File: config.mk
export PLATFORM = sky130hd
export DESIGN_NAME = mux_port_mapping_allocator_core_flat
export DESIGN_NICKNAME = d
export VERILOG_FILES = /design/src/mpma_pkg.sv /design/src/mpma_if.sv /design/src/mpma_table.sv /design/src/mpma_ctrl.sv /design/src/mux_port_mapping_allocator_core.sv /design/src/flat_wrapper.sv
export SDC_FILE = /design/constraint.sdc
export NUM_CORES = 1
export LEC_CHECK = 0
export ABC_AREA = 1
export ABC_CLOCK_PERIOD_IN_PS = 2900
export BUFFER_PORTS_ARGS = -buffer_cell sky130_fd_sc_hd__buf_2
export CAP_MARGIN = 25
export CORE_AREA = 5 5 123 125
export DETAILED_ROUTE_END_ITERATION = 16
export DIE_AREA = 0 0 128 130
export SLEW_MARGIN = 20
export SYNTH_ARGS = -nofsm -noshare
export SYNTH_HDL_FRONTEND = slang
export SYNTH_SLANG_ARGS = --single-unit
File: constraint.sdc
create_clock -name clk -period 2.9 [get_ports clk]
set_clock_uncertainty 0.2 [all_clocks]
set_input_delay 0.29 -clock clk [delete_from_list [all_inputs] [get_ports clk]]
set_output_delay 0.29 -clock clk [all_outputs]
set_load 0.03 [all_outputs]
File: src/mpma_pkg.sv
// shared types, constants and helpers of the mux port mapping allocator
`default_nettype none

package mpma_pkg;

	localparam int NUM_PORTS   = 8;
	localparam int MAX_RESULTS = 8;
	localparam int FIELD_W     = 3;
	localparam int IDX_W       = (NUM_PORTS > 1) ? $clog2(NUM_PORTS) : 1;
	localparam int CNT_W       = $clog2(MAX_RESULTS);
	localparam int WIDE_W      = FIELD_W + IDX_W;

	typedef logic [FIELD_W-1:0]   field_t;
	typedef logic [IDX_W-1:0]     addr_t;
	typedef logic [NUM_PORTS-1:0] mask_t;
	typedef logic [CNT_W-1:0]     cnt_t;

	localparam field_t OP_CONNECT    = 3'd0;
	localparam field_t OP_DISCONNECT = 3'd1;
	localparam field_t OP_LOOKUP     = 3'd2;
	localparam field_t OP_LIST_FREE  = 3'd3;
	localparam field_t OP_FILL       = 3'd4;

	localparam addr_t LAST_ADDR = addr_t'(NUM_PORTS - 1);
	localparam cnt_t  LAST_CNT  = cnt_t'(MAX_RESULTS - 1);

	typedef struct packed {
		logic   valid;
		field_t target;
	} entry_t;

	typedef struct packed {
		logic   en;
		addr_t  addr;
		entry_t data;
	} tbl_wr_t;

	typedef enum logic [2:0] {
		ST_IDLE,
		ST_EXEC,
		ST_SCAN,
		ST_EMIT,
		ST_FILL,
		ST_WAIT
	} state_t;

	// field value as a table address, extended or cut to the table's width
	function automatic addr_t to_addr(field_t f);
		logic [WIDE_W-1:0] w;
		w = {{IDX_W{1'b0}}, f};
		return w[IDX_W-1:0];
	endfunction

	// table address as a 3-bit field value
	function automatic field_t to_field(addr_t a);
		logic [WIDE_W-1:0] w;
		w = {{FIELD_W{1'b0}}, a};
		return w[FIELD_W-1:0];
	endfunction

	function automatic logic in_range(field_t f);
		return ({{IDX_W{1'b0}}, f} < WIDE_W'(NUM_PORTS));
	endfunction

	// position of the lowest set bit, zero for an empty mask
	function automatic addr_t lowest(mask_t m);
		addr_t r;
		r = '0;
		for (int i = NUM_PORTS - 1; i >= 0; i--) begin
			if (m[i]) begin
				r = addr_t'(i);
			end
		end
		return r;
	endfunction

endpackage

`default_nettype wire

File: src/mpma_if.sv
// valid/ready channel interfaces for request and result beats
`default_nettype none

interface mpma_in_if;
	import mpma_pkg::*;

	logic   valid;
	logic   ready;
	field_t op;
	field_t in_sel;
	field_t out_sel;

	modport source (output valid, output op, output in_sel, output out_sel,
		input ready);
	modport sink (input valid, input op, input in_sel, input out_sel,
		output ready);
endinterface

interface mpma_out_if;
	import mpma_pkg::*;

	logic   valid;
	logic   ready;
	logic   index_valid;
	field_t out_index;
	logic   last;

	modport source (output valid, output index_valid, output out_index, output last,
		input ready);
	modport sink (input valid, input index_valid, input out_index, input last,
		output ready);
endinterface

`default_nettype wire

File: src/mpma_table.sv
// mapping table: one entry per mux input, one write and one read port
`default_nettype none

module mpma_table (
	input  wire logic             clk,
	input  wire logic             arst_n,
	input  wire mpma_pkg::tbl_wr_t wr,
	input  wire mpma_pkg::addr_t  rd_addr,
	output mpma_pkg::entry_t      rd_data
);
	import mpma_pkg::*;

	logic   valid_q  [NUM_PORTS];
	field_t target_q [NUM_PORTS];

	always_ff @(posedge clk or negedge arst_n) begin
		if (!arst_n) begin
			for (int i = 0; i < NUM_PORTS; i++) begin
				valid_q[i] <= 1'b0;
			end
		end else if (wr.en) begin
			valid_q[wr.addr] <= wr.data.valid;
		end
	end

	always_ff @(posedge clk) begin
		if (wr.en) begin
			target_q[wr.addr] <= wr.data.target;
		end
	end

	always_comb begin
		rd_data.valid  = valid_q[rd_addr];
		rd_data.target = target_q[rd_addr];
	end

endmodule

`default_nettype wire

File: src/mpma_ctrl.sv
// sequencer: walks the table one entry a cycle, builds the free mask, emits results
`default_nettype none

module mpma_ctrl (
	input  wire logic              clk,
	input  wire logic              arst_n,
	mpma_in_if.sink                in_ch,
	mpma_out_if.source             out_ch,
	output mpma_pkg::tbl_wr_t      wr,
	output mpma_pkg::addr_t        rd_addr,
	input  wire mpma_pkg::entry_t  rd_data
);
	import mpma_pkg::*;

	state_t state_q, state_d;
	field_t op_q, op_d;
	field_t ii_q, ii_d;
	field_t oi_q, oi_d;
	addr_t  scan_q, scan_d;
	mask_t  free_q, free_d;
	cnt_t   cnt_q, cnt_d;
	logic   res_valid_q, res_valid_d;
	field_t res_idx_q, res_idx_d;
	logic   res_last_q, res_last_d;

	addr_t  low;
	mask_t  low_bit;
	mask_t  rest;
	mask_t  used_bit;
	logic   at_end;

	always_ff @(posedge clk or negedge arst_n) begin
		if (!arst_n) begin
			state_q <= ST_IDLE;
		end else begin
			state_q <= state_d;
		end
	end

	always_ff @(posedge clk) begin
		op_q        <= op_d;
		ii_q        <= ii_d;
		oi_q        <= oi_d;
		scan_q      <= scan_d;
		free_q      <= free_d;
		cnt_q       <= cnt_d;
		res_valid_q <= res_valid_d;
		res_idx_q   <= res_idx_d;
		res_last_q  <= res_last_d;
	end

	always_comb begin
		low      = lowest(free_q);
		low_bit  = mask_t'(1) << low;
		rest     = free_q & ~low_bit;
		used_bit = mask_t'(1) << to_addr(rd_data.target);
		at_end   = (scan_q == LAST_ADDR);

		state_d     = state_q;
		op_d        = op_q;
		ii_d        = ii_q;
		oi_d        = oi_q;
		scan_d      = scan_q;
		free_d      = free_q;
		cnt_d       = cnt_q;
		res_valid_d = res_valid_q;
		res_idx_d   = res_idx_q;
		res_last_d  = res_last_q;
		wr          = '0;
		rd_addr     = (state_q == ST_EXEC) ? to_addr(ii_q) : scan_q;

		in_ch.ready = (state_q == ST_IDLE);
		out_ch.valid       = (state_q == ST_WAIT);
		out_ch.index_valid = res_valid_q;
		out_ch.out_index   = res_idx_q;
		out_ch.last        = res_last_q;

		unique case (state_q)
			ST_IDLE: begin
				if (in_ch.valid) begin
					op_d    = in_ch.op;
					ii_d    = in_ch.in_sel;
					oi_d    = in_ch.out_sel;
					state_d = ST_EXEC;
				end
			end
			ST_EXEC: begin
				scan_d = '0;
				free_d = '1;
				cnt_d  = '0;
				unique case (op_q)
					OP_CONNECT: begin
						wr.en          = in_range(ii_q) && in_range(oi_q);
						wr.addr        = to_addr(ii_q);
						wr.data.valid  = 1'b1;
						wr.data.target = oi_q;
						state_d        = ST_IDLE;
					end
					OP_DISCONNECT: begin
						wr.en   = in_range(ii_q);
						wr.addr = to_addr(ii_q);
						state_d = ST_IDLE;
					end
					OP_LOOKUP: begin
						res_valid_d = in_range(ii_q) && rd_data.valid;
						res_idx_d   = res_valid_d ? rd_data.target : '0;
						res_last_d  = 1'b1;
						state_d     = ST_WAIT;
					end
					OP_LIST_FREE: begin
						if (!in_range(ii_q) || rd_data.valid) begin
							res_valid_d = 1'b0;
							res_idx_d   = '0;
							res_last_d  = 1'b1;
							state_d     = ST_WAIT;
						end else begin
							state_d = ST_SCAN;
						end
					end
					OP_FILL: begin
						state_d = ST_SCAN;
					end
					default: begin
						state_d = ST_IDLE;
					end
				endcase
			end
			ST_SCAN: begin
				// a mapped entry takes its output out of the free mask
				if (rd_data.valid && in_range(rd_data.target)) begin
					free_d = free_q & ~used_bit;
				end
				scan_d = scan_q + addr_t'(1);
				if (at_end) begin
					scan_d  = '0;
					state_d = (op_q == OP_FILL) ? ST_FILL : ST_EMIT;
				end
			end
			ST_EMIT: begin
				if (free_q == '0) begin
					res_valid_d = 1'b0;
					res_idx_d   = '0;
					res_last_d  = 1'b1;
				end else begin
					res_valid_d = 1'b1;
					res_idx_d   = to_field(low);
					res_last_d  = (rest == '0) || (cnt_q == LAST_CNT);
					free_d      = rest;
					cnt_d       = cnt_q + cnt_t'(1);
				end
				state_d = ST_WAIT;
			end
			ST_FILL: begin
				if (!rd_data.valid && free_q != '0) begin
					wr.en          = 1'b1;
					wr.addr        = scan_q;
					wr.data.valid  = 1'b1;
					wr.data.target = to_field(low);
					free_d         = rest;
				end
				scan_d = scan_q + addr_t'(1);
				if (at_end) begin
					scan_d  = '0;
					state_d = ST_IDLE;
				end
			end
			ST_WAIT: begin
				if (out_ch.ready) begin
					state_d = res_last_q ? ST_IDLE : ST_EMIT;
				end
			end
		endcase
	end

endmodule

`default_nettype wire

File: src/mux_port_mapping_allocator_core.sv
// Mux port mapping allocator: keeps one mapping entry per mux input (8 inputs, 8 outputs)
// and serves connect, disconnect, lookup, list_free and fill_remaining requests one at a
// time. Every entry is read through a single table read port, addressed by the input
// select or stepped by a scan counter: connect, disconnect and unknown codes are taken,
// then executed; lookup reads its entry, then offers the result beat; list_free scans
// every entry to build the free mask, then forms each result beat and holds it until it
// is handed over; fill_remaining scans every entry, then fills unmapped entries in a
// second walk and gives no result. The request channel is not ready while a request is
// being served or a result waits. After reset all inputs are unmapped and it is ready.
`default_nettype none

module mux_port_mapping_allocator_core (
	input  wire logic  clk,
	input  wire logic  arst_n,
	mpma_in_if.sink    in_ch,
	mpma_out_if.source out_ch
);
	import mpma_pkg::*;

	tbl_wr_t wr;
	addr_t   rd_addr;
	entry_t  rd_data;

	mpma_table u_table (
		.clk     (clk),
		.arst_n  (arst_n),
		.wr      (wr),
		.rd_addr (rd_addr),
		.rd_data (rd_data)
	);

	mpma_ctrl u_ctrl (
		.clk     (clk),
		.arst_n  (arst_n),
		.in_ch   (in_ch),
		.out_ch  (out_ch),
		.wr      (wr),
		.rd_addr (rd_addr),
		.rd_data (rd_data)
	);

	// the table is never written while a new request can be taken
	a_no_write_when_ready: assert property (@(posedge clk) disable iff (!arst_n)
		wr.en |-> !in_ch.ready)
		else $error("table written while request channel ready");

	// a pending result beat and an open request channel exclude each other
	a_out_excl_in: assert property (@(posedge clk) disable iff (!arst_n)
		!(out_ch.valid && in_ch.ready))
		else $error("result pending while request channel ready");

	// an accepted request closes the channel on the next cycle
	a_busy_after_accept: assert property (@(posedge clk) disable iff (!arst_n)
		(in_ch.valid && in_ch.ready) |=> !in_ch.ready)
		else $error("request channel still ready after accept");

	// an empty result is always the final beat with a zero index
	a_empty_is_last: assert property (@(posedge clk) disable iff (!arst_n)
		(out_ch.valid && !out_ch.index_valid) |-> (out_ch.last && out_ch.out_index == '0))
		else $error("empty result beat not final or index not zero");

endmodule

`default_nettype wire

File: src/flat_wrapper.sv
// flat-port wrapper written by rule: the top's interface ports become plain ports
module mux_port_mapping_allocator_core_flat import mpma_pkg::*;
  (clk, arst_n, in_ch_valid, in_ch_op, in_ch_in_sel, in_ch_out_sel, in_ch_ready, out_ch_valid, out_ch_index_valid, out_ch_out_index, out_ch_last, out_ch_ready);
  mpma_in_if in_ch_i ();
  mpma_out_if out_ch_i ();
  input  wire logic clk;
  input  wire logic arst_n;
  input wire logic [$bits(in_ch_i.valid)-1:0] in_ch_valid;
  input wire logic [$bits(in_ch_i.op)-1:0] in_ch_op;
  input wire logic [$bits(in_ch_i.in_sel)-1:0] in_ch_in_sel;
  input wire logic [$bits(in_ch_i.out_sel)-1:0] in_ch_out_sel;
  output wire logic [$bits(in_ch_i.ready)-1:0] in_ch_ready;
  output wire logic [$bits(out_ch_i.valid)-1:0] out_ch_valid;
  output wire logic [$bits(out_ch_i.index_valid)-1:0] out_ch_index_valid;
  output wire logic [$bits(out_ch_i.out_index)-1:0] out_ch_out_index;
  output wire logic [$bits(out_ch_i.last)-1:0] out_ch_last;
  input wire logic [$bits(out_ch_i.ready)-1:0] out_ch_ready;
  assign in_ch_i.valid = in_ch_valid;
  assign in_ch_i.op = in_ch_op;
  assign in_ch_i.in_sel = in_ch_in_sel;
  assign in_ch_i.out_sel = in_ch_out_sel;
  assign in_ch_ready = in_ch_i.ready;
  assign out_ch_valid = out_ch_i.valid;
  assign out_ch_index_valid = out_ch_i.index_valid;
  assign out_ch_out_index = out_ch_i.out_index;
  assign out_ch_last = out_ch_i.last;
  assign out_ch_i.ready = out_ch_ready;
  mux_port_mapping_allocator_core u_core (.clk(clk), .arst_n(arst_n), .in_ch(in_ch_i), .out_ch(out_ch_i));
endmodule
==> run summary, run 1 <==
The run finished with clean final reports. The tools report the final count of pins violating max slew as 0. For the pin with the worst max-slew slack, the measured transition is 0.815 ns.

TritonCTS built the clock tree. Number of maximum-capacitance violations: 0. The worst-case IR drop observed on VDD is 0.000526 V.

The clock passes through at most 2 buffers. After clock tree synthesis, the clock-pin slew on the worst setup and hold paths is 0.06 ns. By area the synthesized netlist is led by sky130_fd_sc_hd__edfxtp_1 46%, sky130_fd_sc_hd__nand2_1 9.1%, sky130_fd_sc_hd__dfrtp_1 8.1%. Summed over all nets, the half-perimeter wirelength after detailed placement is 5830 microns. The count of cells along the worst hold path is 4, and the required time reported for the critical path endpoint is 2.77 ns. The root buffer cell was sky130_fd_sc_hd__clkbuf_16. The number of placement rows was 43; the mean area per synthesized cell was 8.90 sq um. The register-to-register setup slack was 0.23 ns. sky130_fd_sc_hd__nand2_1 is the most common cell in the netlist.

The hold path endpoint is u_core.u_ctrl.state_q[2]. The minimum period implied by the final worst setup slack is 2.67 ns. Entering global routing, the biggest net connects 20 pins. The tools report the summed instance area of the synthesized netlist as 3390 sq um. The run gives 375 MHz as the fmax.

For the initial antenna violation count, the log shows 0. Once the floorplan was initialized, standard cells occupied 24.6% of the core. For this block, the via count after detailed routing is 2,699. The worst setup path is launched from a flip-flop.

The tools report the hold violation count in the final report as 0. In the final layout, flip-flops and latches occupy 1840 sq um. Synthesis produced 381 cells. The startpoint identified for the worst hold timing path is out_ch_ready. Prior to clock tree synthesis, the placed netlist has a worst setup slack of 0.176 ns. The first routing iteration left 124 violations.

The die covers 16,600 sq um. By startpoint and endpoint, the worst setup path is classified as flip-flop to flip-flop. From bottom edge to top edge, the die measures 130 microns. For the clock buffer count from CTS, the log shows 9. The worst setup path is captured at a flip-flop. The Yosys step of the flow raised 0 warnings. The synthesized design spends more area on one cell type than any other, namely sky130_fd_sc_hd__edfxtp_1. The post-route netlist has 17.6% of its cells at a drive strength greater than 1.

The tools report the arrival time of data at the critical path endpoint as 2.54 ns. The area inside the core boundary is 13,800 sq um. The power density over the cells was 1160 nW/um^2; the number of global-route vias before repair was 2,711. Setup repair after global routing left no endpoint under its margin. The count of buffers added on input and output ports is 19. The static leakage came out at 1.77 nW.

For this run, design rule violations remaining after detail routing come to 0. The first global-routing pass estimated 13,200 microns of wire. The top cell type by area accounts for 46.1% of the synthesized area. After routing the design area is 4210 sq um.

The number of distinct standard cells referenced by the synthesized netlist was 33. The startpoint identified for the worst register-to-register timing path is u_core.u_ctrl.state_q[0]. The commonest cells after synthesis are 82 x sky130_fd_sc_hd__nand2_1, 55 x sky130_fd_sc_hd__inv_1, 52 x sky130_fd_sc_hd__edfxtp_1. Of all flip-flops after synthesis, the portion carrying an async set or reset was 17.5%. The first detailed-routing pass ran for 4 iterations. The run gives 0 as the antenna violation net count after detailed routing.

The routability congestion estimate is 0.860. Fill cells in the final layout number 1,444. The area of combinational cells with multiple inputs was 1270 sq um. The clock network latency to the later pin of the worst-skew pair is 0.33 ns. For this run, the total global-route usage over all layers was measured as 10.0%. Setup total negative slack on the finished layout was measured at 0 ns. The number of nets in the synthesized netlist is 398. Counting flops with a built-in enable in the synthesized netlist gives 52. The die width is 128 microns, and the area added between synthesis and finish is 24.1%. The remaining max-slew budget at the tightest pin came out at 45.1%. Sequential cells were found to cover 54.2% of the synthesized design area.

The most used flip-flop cell after synthesis is sky130_fd_sc_hd__edfxtp_1. CTS built an H-tree with a depth of 3. 20 I/O pins were placed. Total of flip-flops plus latches after synthesis: 63. In the final routed layout, each cell accounts on average for 12.8 microns. Setup violations remaining at the end of the flow were counted as 0. Cell area reported after detailed placement: 3740 sq um. The routed design has 7830 microns of wire. Counting every sink on the clock net gives 63.

The tools report the critical register-to-register path endpoint as u_core.u_ctrl.free_q[7]. After detailed routing, the number of vias per cell comes to 4.42. The number of antenna diodes in the final layout is 0. For the number of nets in the finished design, the log shows 443.

The logs give 0 for the post-CTS setup repair buffer count and 0 for the global-route congestion overflow total. Along the worst path, the maximum fanout reaches 19. The worst register-to-register path has a depth of 12.

The worst hold path belongs to the class input port to flip-flop. In the post-route analysis, the smallest setup slack over all paths is 0.231 ns. In the finished design, the share of the clock period the worst path needs comes to 92.0%.
-- area by class of cell --
class,count,share of cell area (%)
Clock inverter,6,3.15
Sequential cell,63,43.7
Timing Repair Buffer,40,6.60
Clock buffer,10,5.44
Multi-Input combinational cell,249,30.2
Inverter,63,5.62
Tap cell,180,5.35
-- worst max-delay path by stage --
stage | start | to | slack [ns] | cells after the start
after global placement | u_core.u_ctrl.state_q[0] | u_core.u_table.target_q[4][1] | 0.24 | 13
final | u_core.u_ctrl.state_q[0] | u_core.u_ctrl.free_q[7] | 0.23 | 12
after detailed placement | u_core.u_ctrl.state_q[0] | u_core.u_table.target_q[2][1] | 0.18 | 13
after CTS | u_core.u_ctrl.state_q[0] | u_core.u_table.target_q[2][1] | 0.17 | 13
after floorplan | u_core.u_ctrl.state_q[0] | u_core.u_ctrl.free_q[0] | 0.06 | 11
after global routing | u_core.u_ctrl.state_q[0] | u_core.u_ctrl.free_q[4] | 0.02 | 12
-- sequential cells by signal, indices dropped and copies added, names as in the netlist --
register,cells
u_core.u_table.valid_q,8
u_core.u_ctrl.cnt_q,3
u_core.u_table.target_q,24
u_core.u_ctrl.out_ch.index_valid,1
u_core.u_ctrl.out_ch.last,1
u_core.u_ctrl.op_q,3
u_core.u_ctrl.free_q,8
u_core.u_ctrl.scan_q,3
u_core.u_ctrl.out_ch.out_index,3
u_core.u_ctrl.ii_q,3
u_core.u_ctrl.state_q,3
u_core.u_ctrl.oi_q,3
-- cells by family after synthesis --
kind of cell,synth area share (%)
AO/OA/AOI/OAI,10.0
flip-flops,54.2
buffers and inverters,8.42
AND/OR/NAND/NOR,25.9
adder cells (fa/ha/maj),1.48
-- power by group --
part / switching, mW / internal [mW] / leakage (nW)
clock network: 0.388 / 0.925 / 0.173
registers: 0.165 / 1.30 / 0.627
logic: 1.39 / 0.687 / 0.969
total: 1.95 / 2.91 / 1.77
-- worst max-delay path, cell delays in order (launching register included) --
cell	delay [ns]
sky130_fd_sc_hd__dfrtp_1	0.54
sky130_fd_sc_hd__nand3_4	0.16
sky130_fd_sc_hd__nand2_2	0.14
sky130_fd_sc_hd__nand2_2	0.10
sky130_fd_sc_hd__buf_4	0.21
sky130_fd_sc_hd__inv_2	0.12
sky130_fd_sc_hd__nor2_1	0.05
sky130_fd_sc_hd__o22ai_1	0.25
sky130_fd_sc_hd__inv_1	0.09
sky130_fd_sc_hd__o21ai_1	0.27
sky130_fd_sc_hd__nand2_1	0.12
sky130_fd_sc_hd__nand3_1	0.08
sky130_fd_sc_hd__nand3_1	0.07
-- timing repair --
item / in CTS / in global routing
gates resized for setup: 0 / 2
setup endpoints to repair: 0 / 17
hold endpoints to repair: 20 / 0
hold buffers: 10 / 0
-- layer usage --
layer	track usage [%]	vias up	routed length, microns
li1	-	1373	-
met1	12.7	1251	3700
met2	16.5	60	3660
met3	2.01	15	303
met4	4.43	0	166
met5	0	-	0
-- layout by cell type (no fill, tap or decap), types with 6 or more instances in the layout --
master and n:
sky130_fd_sc_hd__a21oi_1 8, sky130_fd_sc_hd__o21ai_0 19, sky130_fd_sc_hd__edfxtp_1 52, sky130_fd_sc_hd__nand4_1 8, sky130_fd_sc_hd__nand3_1 34, sky130_fd_sc_hd__inv_1 55
sky130_fd_sc_hd__nor3_1 6, sky130_fd_sc_hd__nor2_1 39, sky130_fd_sc_hd__buf_4 11, sky130_fd_sc_hd__clkbuf_16 9, sky130_fd_sc_hd__nand2_2 6, sky130_fd_sc_hd__buf_2 19
sky130_fd_sc_hd__dlygate4sd3_1 10, sky130_fd_sc_hd__inv_2 8, sky130_fd_sc_hd__nand2_1 81, sky130_fd_sc_hd__dfrtp_1 11, sky130_fd_sc_hd__o21ai_1 8
-- metrics by stage --
stage / util [%] / hold slack, ns / std cells / power [mW]
after floorplan: - / -0.206 / 381 / 2.96
after global placement: 27.2 / -0.0144 / 585 / 3.50
after detailed placement: 27.2 / -0.0138 / 585 / 3.53
after CTS: 30.5 / 0.0913 / 611 / 4.87
after global routing: 30.6 / 0.130 / 611 / 5.23
final: 30.6 / 0.105 / 611 / 4.86
Note: power is estimated with default switching activity, not from simulation.
==> inputs of run 2 (changes only) <==
--- a/config.mk
+++ b/config.mk
@@ -7,11 +7,11 @@
 export LEC_CHECK = 0
 export ABC_AREA = 1
 export ABC_CLOCK_PERIOD_IN_PS = 2900
-export BUFFER_PORTS_ARGS = -buffer_cell sky130_fd_sc_hd__buf_2
 export CAP_MARGIN = 25
 export CORE_AREA = 5 5 123 125
 export DETAILED_ROUTE_END_ITERATION = 16
 export DIE_AREA = 0 0 128 130
+export DONT_BUFFER_PORTS = 1
 export SLEW_MARGIN = 20
 export SYNTH_ARGS = -nofsm -noshare
 export SYNTH_HDL_FRONTEND = slang
==> run summary, run 2 (synthesized netlist as in run 1, its figures left out) <==
Total of buffers placed on input and output ports: 0 (was 19). The area added between synthesis and finish came out at 19.5% (was 24.1%). Launching element type of the critical path: a flip-flop (unchanged). The number of design rule violations left after detail routing is 0 (unchanged). Commonest cells after routing, fill and taps aside: 81 x sky130_fd_sc_hd__nand2_1, 55 x sky130_fd_sc_hd__inv_1, 52 x sky130_fd_sc_hd__edfxtp_1, 39 x sky130_fd_sc_hd__nor2_1, 34 x sky130_fd_sc_hd__nand3_1 (unchanged).

Largest stage delay on the critical path: 0.55 ns (was 0.54 ns). The path type of the worst min-delay path is input port to flip-flop (unchanged). The count of cells along the worst hold path works out to 4 (unchanged). The run finished with clean final reports. Fraction of layout instances using a drive strength above 1: 13.6% (was 17.6%). The run gives 425 (was 443) as the number of nets in the finished design.

Detailed-route via count: 2,648 (was 2,699). The area inside the core boundary is 13,800 sq um (unchanged), and the wire length of the first global-routing pass is 12,600 microns (was 13,200 microns). The worst ir drop on vdd was 0.000480 V (was 0.000526 V); the average detailed-routed wire length per instance was 12.6 microns (was 12.8 microns). The clock-pin slew reported for the worst setup and hold paths after clock tree synthesis is 0.05 ns (was 0.06 ns). The share of the clock period used by the worst path after layout is 91.3% (was 92.0%). The final setup slack of the worst path was 0.254 ns (was 0.231 ns). Sequence of cells on the critical path: nand2_4 > nor2_4 > or2_4 > o21ai_4 > inv_2 > nand3_2 > nand2_2 > nand3_1 > nand2_1 > inv_2 > nor2_2 > nand2_1 > inv_1 (was nand3_4 > nand2_2 > nand2_2 > buf_4 > inv_2 > nor2_1 > o22ai_1 > inv_1 > o21ai_1 > nand2_1 > nand3_1 > nand3_1). The antenna violation net count after detailed routing came out at 0 (unchanged). The register-to-register setup slack came out at 0.25 ns (was 0.23 ns). The total die area is 16,600 sq um (unchanged), and the final setup violation count is 0 (unchanged). The number of maximum-capacitance violations came out at 0 (unchanged). The most common cell after layout, fill and taps aside was sky130_fd_sc_hd__nand2_1 (unchanged). Die height: 130 microns (unchanged). Critical setup path kind: flip-flop to flip-flop (unchanged).

The logs give 3 (unchanged) for the number of H-tree levels and 24.6% (unchanged) for the initial cell density of the core. The arrival time of data at the critical path endpoint was 2.49 ns (was 2.54 ns). The register with the highest flop count was u_core.u_table.target_q (unchanged).

The fmax is 378 MHz (was 375 MHz), and the slew at the pin closest to its max-slew limit is 0.640 ns (was 0.815 ns). The die width was 128 microns (unchanged). The largest net degree at the start of global routing was 20 (unchanged); the number of DRC markers after the initial detailed-route iteration was 171 (was 124). Hold violation count in the final report: 0 (unchanged). The critical hold path startpoint was in_ch_valid (was out_ch_ready). For the clock buffer count from CTS, the log shows 9 (unchanged). The final count of pins violating max slew came out at 0 (unchanged). Top fanout value on the critical path: 8 (was 19).

Largest registers in the final layout: u_core.u_table.target_q: 24 flops, u_core.u_ctrl.free_q: 8 flops, u_core.u_table.valid_q: 8 flops (unchanged). The run gives 2.74 ns (was 2.77 ns) as the required time reported for the critical path endpoint. The routability congestion estimate is 0.908 (was 0.860). The number of top-level pins is 20 (unchanged), and the pre-CTS setup slack is 0.196 ns (was 0.176 ns). The total negative slack is 0 ns (unchanged). The number of detailed-route iterations in the first pass came out at 5 (was 4). The minimum period implied by the final worst setup slack works out to 2.65 ns (was 2.67 ns). Number of global-route vias before repair: 2,677 (was 2,711). The number of flip-flops in the largest register came out at 24 (unchanged). The root buffer cell was sky130_fd_sc_hd__clkbuf_16 (unchanged). The tools report the critical register-to-register path endpoint as u_core.u_table.target_q[0][1] (was u_core.u_ctrl.free_q[7]). For the clock network latency to the later pin of the worst-skew pair, the log shows 0.33 ns (about the same). The maximum clock insertion buffer count was 2 (unchanged); the overall routed net length was 7490 microns (was 7830 microns). The worst flop-to-flop path startpoint was u_core.u_ctrl.state_q[0] (unchanged).

Placed wire-length estimate: 5670 microns (was 5830 microns). The power density over the cells is 1110 nW/um^2 (was 1160 nW/um^2), and the number of sinks on the clock net is 63 (unchanged). Setup repair after global routing left no endpoint under its margin. The tools report the static leakage as 1.66 nW (was 1.77 nW).

The run gives 9.63% (was 10.0%) as the global router's overall resource usage. The post-detailed-route via-to-cell ratio is 4.47 (was 4.42). The slowest stage cell on the critical path was sky130_fd_sc_hd__dfrtp_1 (unchanged). The post-CTS setup repair buffer count came out at 0 (unchanged).

The endpoint type of the worst setup path was a flip-flop (unchanged). Remaining max-slew budget at the tightest pin: 57.2% (was 45.1%). The tools report the number of placement rows as 43 (unchanged).

The depth of the worst register-to-register path was 13 (was 12); the global-route congestion overflow total was 0 (unchanged). The worst setup path startpoint is u_core.u_ctrl.state_q[0] (unchanged). Count of inserted antenna diode cells: 0 (unchanged). The tools report the destination of the critical timing path as u_core.u_table.target_q[0][1] (was u_core.u_ctrl.free_q[7]). The run gives 0 (unchanged) as the initial antenna violation count. TritonCTS built the clock tree.
[run 2: cell types whose count changed in the layout (fill, tap and decap cells not counted)]
cell	previous run	this run
sky130_fd_sc_hd__bufinv_16	4	1
sky130_fd_sc_hd__buf_2	19	0
sky130_fd_sc_hd__dlygate4sd3_1	10	11
sky130_fd_sc_hd__clkinvlp_4	1	3
sky130_fd_sc_hd__clkinv_1	0	1
sky130_fd_sc_hd__o21ai_1	8	7
sky130_fd_sc_hd__o21ai_0	19	20
[run 2: per-stage QoR]
stage / total power, mW / cell area, sq um / hold slack (ns) / util, % / std cells
floorplan: 2.96 / 3390 / -0.206 / - / 381
global route: 4.85 / 4050 / 0.142 / 29.4 / 593
CTS: 4.50 / 4050 / 0.114 / 29.4 / 593
global placement: 3.40 / 3650 / -0.205 / 26.5 / 566
finish: 4.49 / 4050 / 0.118 / 29.4 / 593
detailed placement: 3.43 / 3650 / -0.205 / 26.5 / 566
[run 2: routing by layer]
metal | wire, microns | up-vias | track usage (%)
li1 | - | 1338 | -
met1 | 3460 | 1234 | 11.8
met2 | 3580 | 61 | 16.0
met3 | 321 | 15 | 2.74
met4 | 127 | 0 | 4.00
met5 | 0 | - | 0
[run 2: where the power goes]
| part | total (mW) | switching (mW) | internal [mW] | leakage [nW] |
|---|---|---|---|---|
| combinational | 1.91 | 1.28 | 0.628 | 0.901 |
| sequential | 1.54 | 0.231 | 1.30 | 0.627 |
| clock | 1.04 | 0.385 | 0.659 | 0.132 |
| total | 4.49 | 1.89 | 2.59 | 1.66 |
[run 2: layout make-up]
| type | count | area [sq um] |
|---|---|---|
| Timing Repair Buffer | 22 | 193 |
| Fill cell | 1488 | 9720 |
| Sequential cell | 63 | 1840 |
| Clock buffer | 10 | 229 |
| Multi-Input combinational cell | 249 | 1270 |
| Tap cell | 180 | 225 |
| Clock inverter | 6 | 61.3 |
| Inverter | 63 | 236 |
[run 2: how the worst min path moves through the flow]
stage	slack, ns	to
6_report	0.12	u_core.u_ctrl.state_q[2]
5_1_grt	0.14	u_core.u_ctrl.oi_q[0]
4_1_cts	0.11	u_core.u_ctrl.state_q[2]
3_5_place_dp	-0.20	u_core.u_ctrl.state_q[2]
3_3_place_gp	-0.20	u_core.u_ctrl.state_q[0]
2_1_floorplan	-0.21	u_core.u_ctrl.state_q[0]
[run 2: repair_timing]
action | 4_1_cts | 5_1_grt
hold buffers | 11 | 0
endpoints found under the hold margin | 21 | 0
resized for setup | 0 | 1
endpoints found under the setup margin | 0 | 1
[run 2: critical path: cells and delay by family, from the launching register on]
kind            cells  cell delay [ns]
compound gates      1             0.10
buf+inv             3             0.30
flops               1             0.55
simple gates        9             1.19
